[config.mk]
export PLATFORM = sky130hd
export DESIGN_NAME = longest_prefix_match_router_core
export DESIGN_NICKNAME = d
export VERILOG_FILES = /design/src/hw/rtl/lpm_pkg.sv /design/src/hw/rtl/longest_prefix_match_router.sv /design/src/hw/rtl/lpm_ram.sv
export SDC_FILE = /design/constraint.sdc
export NUM_CORES = 2
export LEC_CHECK = 0
export CORE_ASPECT_RATIO = 0.5
export CORE_UTILIZATION = 56
export DETAILED_ROUTE_END_ITERATION = 8
export DONT_BUFFER_PORTS = 1
export HOLD_SLACK_MARGIN = 0.12
export PLACE_DENSITY_LB_ADDON = 0.2
export SLEW_MARGIN = 20
export SYNTH_ARGS = -nofsm -noshare
export SYNTH_HDL_FRONTEND = slang
export SYNTH_MEMORY_MAX_BITS = 65536
export SYNTH_SLANG_ARGS = --single-unit
[constraint.sdc]
create_clock -name clk -period 7.3 [get_ports clk]
set_input_delay 1.46 -clock clk [delete_from_list [all_inputs] [get_ports clk]]
set_output_delay 1.46 -clock clk [all_outputs]
set_load 0.02 [all_outputs]
[src/hw/rtl/lpm_pkg.sv]
package lpm_pkg;

	// Table sizing
	localparam int TABLE_DEPTH = 64;
	localparam int NUM_IFACES  = 16;
	localparam int IDX_W       = (TABLE_DEPTH > 1) ? $clog2(TABLE_DEPTH) : 1;
	localparam int CNT_W       = $clog2(TABLE_DEPTH + 1);

	// Field widths
	localparam int ADDR_W  = 32;
	localparam int LEN_W   = 6;
	localparam int IFACE_W = 4;
	localparam int TTL_W   = 8;
	localparam int MAX_LEN = 32;

	typedef enum logic {
		MODE_ADD   = 1'b0,
		MODE_ROUTE = 1'b1
	} mode_t;

	typedef enum logic [2:0] {
		ST_FORWARDED   = 3'd0,
		ST_NO_ROUTE    = 3'd1,
		ST_TTL_EXPIRED = 3'd2,
		ST_ADDED       = 3'd3,
		ST_FULL        = 3'd4
	} status_t;

	// Input beat
	typedef struct packed {
		mode_t              mode;
		logic [ADDR_W-1:0]  pfx_addr;
		logic [LEN_W-1:0]   pfx_len;
		logic               has_next_hop;
		logic [ADDR_W-1:0]  next_hop_addr;
		logic [IFACE_W-1:0] route_iface;
		logic [ADDR_W-1:0]  dst_addr;
		logic [TTL_W-1:0]   ttl_in;
	} req_t;

	// Result beat
	typedef struct packed {
		status_t            status;
		logic [IFACE_W-1:0] out_iface;
		logic [ADDR_W-1:0]  hop_addr;
		logic [TTL_W-1:0]   ttl_out;
	} rsp_t;

	// One stored route
	typedef struct packed {
		logic [ADDR_W-1:0]  prefix;
		logic [LEN_W-1:0]   len;
		logic               direct;
		logic [ADDR_W-1:0]  hop;
		logic [IFACE_W-1:0] iface;
	} entry_t;

	// Netmask for a prefix length (length already saturated to 32)
	function automatic logic [ADDR_W-1:0] len_mask(input logic [LEN_W-1:0] len);
		logic [ADDR_W-1:0] m;
		if (len == '0) begin
			m = '0;
		end else if (len >= LEN_W'(MAX_LEN)) begin
			m = '1;
		end else begin
			m = {ADDR_W{1'b1}} << (LEN_W'(MAX_LEN) - len);
		end
		return m;
	endfunction

endpackage

[src/hw/rtl/longest_prefix_match_router.sv]
// IPv4 longest-prefix-match forwarding core.
// Input channel: a request beat (req) is taken on the rising edge where start is
// high and busy is low. req.mode selects add-route or route-a-datagram.
// Output channel: one result beat per request, shown on rsp for exactly one cycle
// with done high. The receiver cannot stall; rsp is valid only while done is high.
// Timing and rate: an add answers in the cycle after it is taken and busy stays
// low, so adds may follow one per cycle. A lookup reads the route RAM once per
// stored route, one entry per cycle through its single read port, and holds busy
// high until the cycle its result is shown, so no new request is taken meanwhile.
// Among equal prefix lengths the later route wins, because entries are scanned
// in insertion order and a tie replaces the running best.
// Reset: arst_n low empties the table (entry count to zero) and drops any lookup
// in progress; the RAM itself is not cleared, only entries below the count are
// ever read.
module longest_prefix_match_router_core
	import lpm_pkg::*;
(
	input  logic clk,
	input  logic arst_n,
	input  logic start,
	output logic busy,
	input  req_t req,
	output logic done,
	output rsp_t rsp
);

	typedef enum logic [0:0] {
		S_IDLE,
		S_SCAN
	} state_t;

	state_t              state_q;
	logic [CNT_W-1:0]    count_q;
	logic [CNT_W-1:0]    scan_idx_q;
	logic                rd_vld_s1;
	logic [ADDR_W-1:0]   dst_q;
	logic [TTL_W-1:0]    ttl_q;
	logic                found_q;
	logic [LEN_W-1:0]    best_len_q;
	logic                best_direct_q;
	logic [ADDR_W-1:0]   best_hop_q;
	logic [IFACE_W-1:0]  best_iface_q;
	logic                done_q;
	rsp_t                rsp_q;

	logic                accept;
	logic                add_ok;
	logic                ram_we;
	entry_t              wr_entry;
	entry_t              rd_entry;
	logic [LEN_W-1:0]    sat_len;
	logic                scan_more;
	logic                hit;
	logic                take;
	logic                finish;
	rsp_t                add_rsp;
	rsp_t                lookup_rsp;

	assign busy   = (state_q != S_IDLE);
	assign accept = start && !busy;
	assign add_ok = (count_q != CNT_W'(TABLE_DEPTH));
	assign ram_we = accept && (req.mode == MODE_ADD) && add_ok;

	// New route: saturate length, flip next-hop flag into direct flag
	always_comb begin
		sat_len = (req.pfx_len > LEN_W'(MAX_LEN)) ? LEN_W'(MAX_LEN) : req.pfx_len;
		wr_entry.prefix = req.pfx_addr;
		wr_entry.len    = sat_len;
		wr_entry.direct = !req.has_next_hop;
		wr_entry.hop    = req.next_hop_addr;
		wr_entry.iface  = IFACE_W'(32'(req.route_iface) % NUM_IFACES);
	end

	// Route table; writes only while idle, read data is used only while scanning
	lpm_ram #(
		.WIDTH($bits(entry_t)),
		.DEPTH(TABLE_DEPTH)
	) u_table (
		.clk  (clk),
		.we   (ram_we),
		.waddr(count_q[IDX_W-1:0]),
		.wdata(wr_entry),
		.raddr(scan_idx_q[IDX_W-1:0]),
		.rdata(rd_entry)
	);

	// Compare the entry read last cycle against the destination
	always_comb begin
		scan_more = (scan_idx_q != count_q);
		hit       = (((dst_q ^ rd_entry.prefix) & len_mask(rd_entry.len)) == '0);
		take      = rd_vld_s1 && hit && (!found_q || (rd_entry.len >= best_len_q));
		finish    = (state_q == S_SCAN) && !scan_more && !rd_vld_s1;
	end

	// Result beats
	always_comb begin
		add_rsp           = '0;
		add_rsp.status    = add_ok ? ST_ADDED : ST_FULL;

		lookup_rsp        = '0;
		if (!found_q) begin
			lookup_rsp.status = ST_NO_ROUTE;
		end else if (ttl_q <= TTL_W'(1)) begin
			lookup_rsp.status = ST_TTL_EXPIRED;
		end else begin
			lookup_rsp.status    = ST_FORWARDED;
			lookup_rsp.out_iface = best_iface_q;
			lookup_rsp.hop_addr  = best_direct_q ? dst_q : best_hop_q;
			lookup_rsp.ttl_out   = ttl_q - TTL_W'(1);
		end
	end

	// Control, scan and registered outputs
	always_ff @(posedge clk or negedge arst_n) begin
		if (!arst_n) begin
			state_q       <= S_IDLE;
			count_q       <= '0;
			scan_idx_q    <= '0;
			rd_vld_s1     <= 1'b0;
			dst_q         <= '0;
			ttl_q         <= '0;
			found_q       <= 1'b0;
			best_len_q    <= '0;
			best_direct_q <= 1'b0;
			best_hop_q    <= '0;
			best_iface_q  <= '0;
			done_q        <= 1'b0;
			rsp_q         <= '0;
		end else begin
			case (state_q)
				S_IDLE: begin
					done_q    <= accept && (req.mode == MODE_ADD);
					rd_vld_s1 <= 1'b0;
					if (accept) begin
						if (req.mode == MODE_ADD) begin
							rsp_q  <= add_rsp;
							if (add_ok) begin
								count_q <= count_q + CNT_W'(1);
							end
						end else begin
							dst_q      <= req.dst_addr;
							ttl_q      <= req.ttl_in;
							found_q    <= 1'b0;
							best_len_q <= '0;
							scan_idx_q <= '0;
							state_q    <= S_SCAN;
						end
					end
				end
				S_SCAN: begin
					rd_vld_s1 <= scan_more;
					done_q    <= finish;
					if (scan_more) begin
						scan_idx_q <= scan_idx_q + CNT_W'(1);
					end
					if (take) begin
						found_q       <= 1'b1;
						best_len_q    <= rd_entry.len;
						best_direct_q <= rd_entry.direct;
						best_hop_q    <= rd_entry.hop;
						best_iface_q  <= rd_entry.iface;
					end
					if (finish) begin
						rsp_q   <= lookup_rsp;
						state_q <= S_IDLE;
					end
				end
				default: begin
					done_q    <= 1'b0;
					rd_vld_s1 <= 1'b0;
					state_q   <= S_IDLE;
				end
			endcase
		end
	end

	assign done = done_q;
	assign rsp  = rsp_q;

endmodule

[src/hw/rtl/lpm_ram.sv]
module lpm_ram #(
	parameter int WIDTH = 8,
	parameter int DEPTH = 64
) (
	input  logic                                        clk,
	input  logic                                        we,
	input  logic [((DEPTH > 1) ? $clog2(DEPTH) : 1)-1:0] waddr,
	input  logic [WIDTH-1:0]                            wdata,
	input  logic [((DEPTH > 1) ? $clog2(DEPTH) : 1)-1:0] raddr,
	output logic [WIDTH-1:0]                            rdata
);

	logic [WIDTH-1:0] mem [DEPTH];

	// Single write port, registered read port
	always_ff @(posedge clk) begin
		if (we) begin
			mem[waddr] <= wdata;
		end
		rdata <= mem[raddr];
	end

endmodule

==> results.txt <==
Row cnt - 150
DRC viols - 0
Post-CTS setup buffers - 0
Synth unique cells - 63
Post-DP HPWL - 273 mm
Peak VDD IR - 319 uV
EDFF count, synth - 4800
DR vias - 88.5k
Cell Area, Synth - 0.190 mm^2
FMAX - 0.224 GHz
Htree depth - 5
Worst path cell trace - or3_1, inv_1, nand4b_1, and2_1, nand3_1, nor2_4, buf_12
Initial Util - 56.6%
Grt ovf - 0
Post-CTS Resized - 0
Share of cells above drive strength 1 - 30.7%
Slowest CP cell - nor2_4
CTS root buf - clkbuf_16
CTS tree - done
Drt pass-1 iters - 6
First DRT Iteration DRCs - 14.1k
ANT nets after route - 0
Worst hold slack - 0.192 ns
First-pass GRT wire length - 689 mm
Status - complete, no violations
Setup Skew - 0.0650 ns
Critical path class - flop to flop
RSZ-0062 raised after global routing - false
Clk pin slew, worst setup/hold paths - 0.07 ns
Ys flop type - edfxtp_1
Final Wtd Congestion - 0.878
Mapped Nets - 7787
Startpoint Class - flop
YS warnings - 0
Final worst-path cycle share - 61.0%
Worst path required time - 7.90 ns
Final Setup Violations - 0
Hold crit path type - primary input to asynchronous set/reset pin
Pre-CTS setup slack - 2.39 ns
Area growth syn-to-layout - 11.0%
Gate Count Post-Synth - 7653
Crit-path max cell delay - 1.12 ns
Final WL - 495 mm
Syn_area_per_cell - 24.9 um^2
CTS Hold Buffers Added - 1
Vias/cell - 6.95
Flops & latches, synth - 5023
Post-synthesis sequential area ratio - 78.4%
Fin util - 62.8%
Wirelength per Cell - 38.8 um
Die Area - 0.343 mm^2
Slew HR - 20.1%
Crit path max fanout - 32
Worst-skew pair later-pin latency - 0.98 ns
Final net count - 8025
Critical Path End Type - flop
IO Pins - 168
CTS sink count - 5023
Number of hold violations in the final report - 0
Static leakage - 64.9 nW
Worst Tran Pin Value - 1.20 ns
Initial antenna violation count - 37
MaxCap Viol Count - 0
Die Span X - 827 um
Final instance area - 0.211 mm^2
Vias in the first global route - 86.7k
Tmin final - 4.46 ns
Buf/Inv on CP - 2
CTS Buf Count - 421
Global Route Usage Sum - 28.9%
Port Buffers - 0
Clock Tree Buf Depth - 4
Largest net degree at the start of global routing - 146
Power density over the cells - 356 mW/mm^2
Core Region - 0.336 mm^2
Top Family by Delay on Critical Path - simple AND/OR/NAND/NOR gates
Ys async rst share - 2.95%
Die H - 414 um
PnR worst setup slack - 2.84 ns
Setup TNS - 0 ns
Post-DP Area - 0.198 mm^2
Worst EP arrival - 5.06 ns
Pins Over Slew Limit - 0
## worst register-to-register path, stage by stage (launching register included)
cell	delay, ns
dfrtp_1	0.54
or3_1	0.75
inv_1	0.10
nand4b_1	0.37
and2_1	0.30
nand3_1	0.53
nor2_4	1.13
buf_12	0.33
## stage by stage
stage               cells  power [mW]
CTS                 12700        75.7
detailed placement  11900        53.5
floorplan            7653        46.7
global route        12700        77.4
global placement    11900        53.4
finish              12700        75.3
## cells in the final DEF, fill, tap and decap left out, drive strengths merged, types with 7 or more instances in the layout
cell type / netlist / routed
nor2: 89 / 89
clkbuf: 297 / 547
o21ai: 24 / 24
nand4: 11 / 11
clkinv: 0 / 167
bufinv: 0 / 35
a21oi: 13 / 13
edfxtp: 4800 / 4800
ha: 15 / 15
mux2i: 34 / 34
xor2: 19 / 19
nand2: 204 / 204
nor2b: 8 / 8
mux4: 1575 / 1575
nand3: 11 / 11
dfrtp: 148 / 148
dfxtp: 75 / 75
nor4: 7 / 7
mux2: 37 / 37
inv: 23 / 33
diode: 0 / 15
clkinvlp: 0 / 15
buf: 112 / 223
nor3: 7 / 7
xnor2: 39 / 39
o31ai: 44 / 44
## path summary, 6_finish.rpt
check / from / endpoint / slack [ns] / cells past startpoint
setup / recovery: count_q[5] / u_table.mem[11][22] / 2.84 / 7
hold / removal: arst_n / best_hop_q[15] / 0.19 / 0
setup reg to reg: count_q[5] / u_table.mem[11][22] / 2.84 / 7
hold reg to reg: u_table.rdata[7] / best_hop_q[3] / 0.46 / 1
max in group asynchronous: arst_n / rsp[0] / 6.18 / 1
min in group clk: u_table.rdata[7] / best_hop_q[3] / 0.46 / 1
## report_power, final
part,switching [mW],total (mW),internal (mW)
Sequential,1.23,33.4,32.2
Clock,10.3,22.5,12.2
Combinational,9.92,19.4,9.45
## registers in the layout, indices dropped and copies added, names as in the netlist
name,flops
found_q,1
done,1
best_len_q,6
count_q,7
ttl_q,8
scan_idx_q,7
rsp,47
rd_vld_s1,1
best_iface_q,4
busy,1
best_hop_q,32
best_direct_q,1
u_table.mem,4800
dst_q,32
u_table.rdata,75
## cells in the mapped netlist (19+ instances only)
cell | instances | area share, %
buf_1 | 101 | 0.20
clkbuf_1 | 297 | 0.59
dfrtp_1 | 148 | 1.9
dfxtp_1 | 75 | 0.79
edfxtp_1 | 4800 | 76
inv_1 | 23 | 0.045
mux2_4 | 33 | 0.26
mux2i_1 | 34 | 0.18
mux4_2 | 1575 | 19
nand2_1 | 204 | 0.40
nor2_1 | 89 | 0.18
o21ai_0 | 24 | 0.063
o31ai_1 | 44 | 0.17
xnor2_1 | 39 | 0.18
xor2_1 | 19 | 0.087
## metal layers
layer | track usage, % | share of wire [%] | wire (um) | vias up
met5 | 0 | 0.0055 | 27 | -
met4 | 8.23 | 3.3 | 16300 | 4
met3 | 6.08 | 12 | 57500 | 742
met2 | 42.3 | 45 | 223000 | 5652
met1 | 45.2 | 40 | 197000 | 48600
li1 | - | - | - | 33500
## final cells by class
| class | instances | area, um^2 |
|---|---|---|
| antenna | 15 | 37.5 |
| sequential | 5023 | 149000 |
| clock buffer | 547 | 11300 |
| fill | 21900 | 125000 |
| tap | 4484 | 5610 |
| inverter | 23 | 86.3 |
| clock inverter | 227 | 2170 |
| multi-input combinational | 2198 | 40000 |
| timing repair buffer | 224 | 2770 |
## cells by family (layout without fill, tap and decap cells)
| group | Yosys count | after routing | share of synthesized area, % |
|---|---|---|---|
| buf+inv | 432 | 1021 | 0.889 |
| mux | 1646 | 1646 | 19.1 |
| flops | 5023 | 5023 | 78.4 |
| compound gates | 113 | 113 | 0.428 |
| fa+ha+maj | 15 | 15 | 0.0985 |
| other cells | 0 | 15 | 0 |
| xor+xnor | 58 | 58 | 0.267 |
| simple gates | 366 | 366 | 0.826 |
No activity file was read; power rests on OpenSTA's default activity.
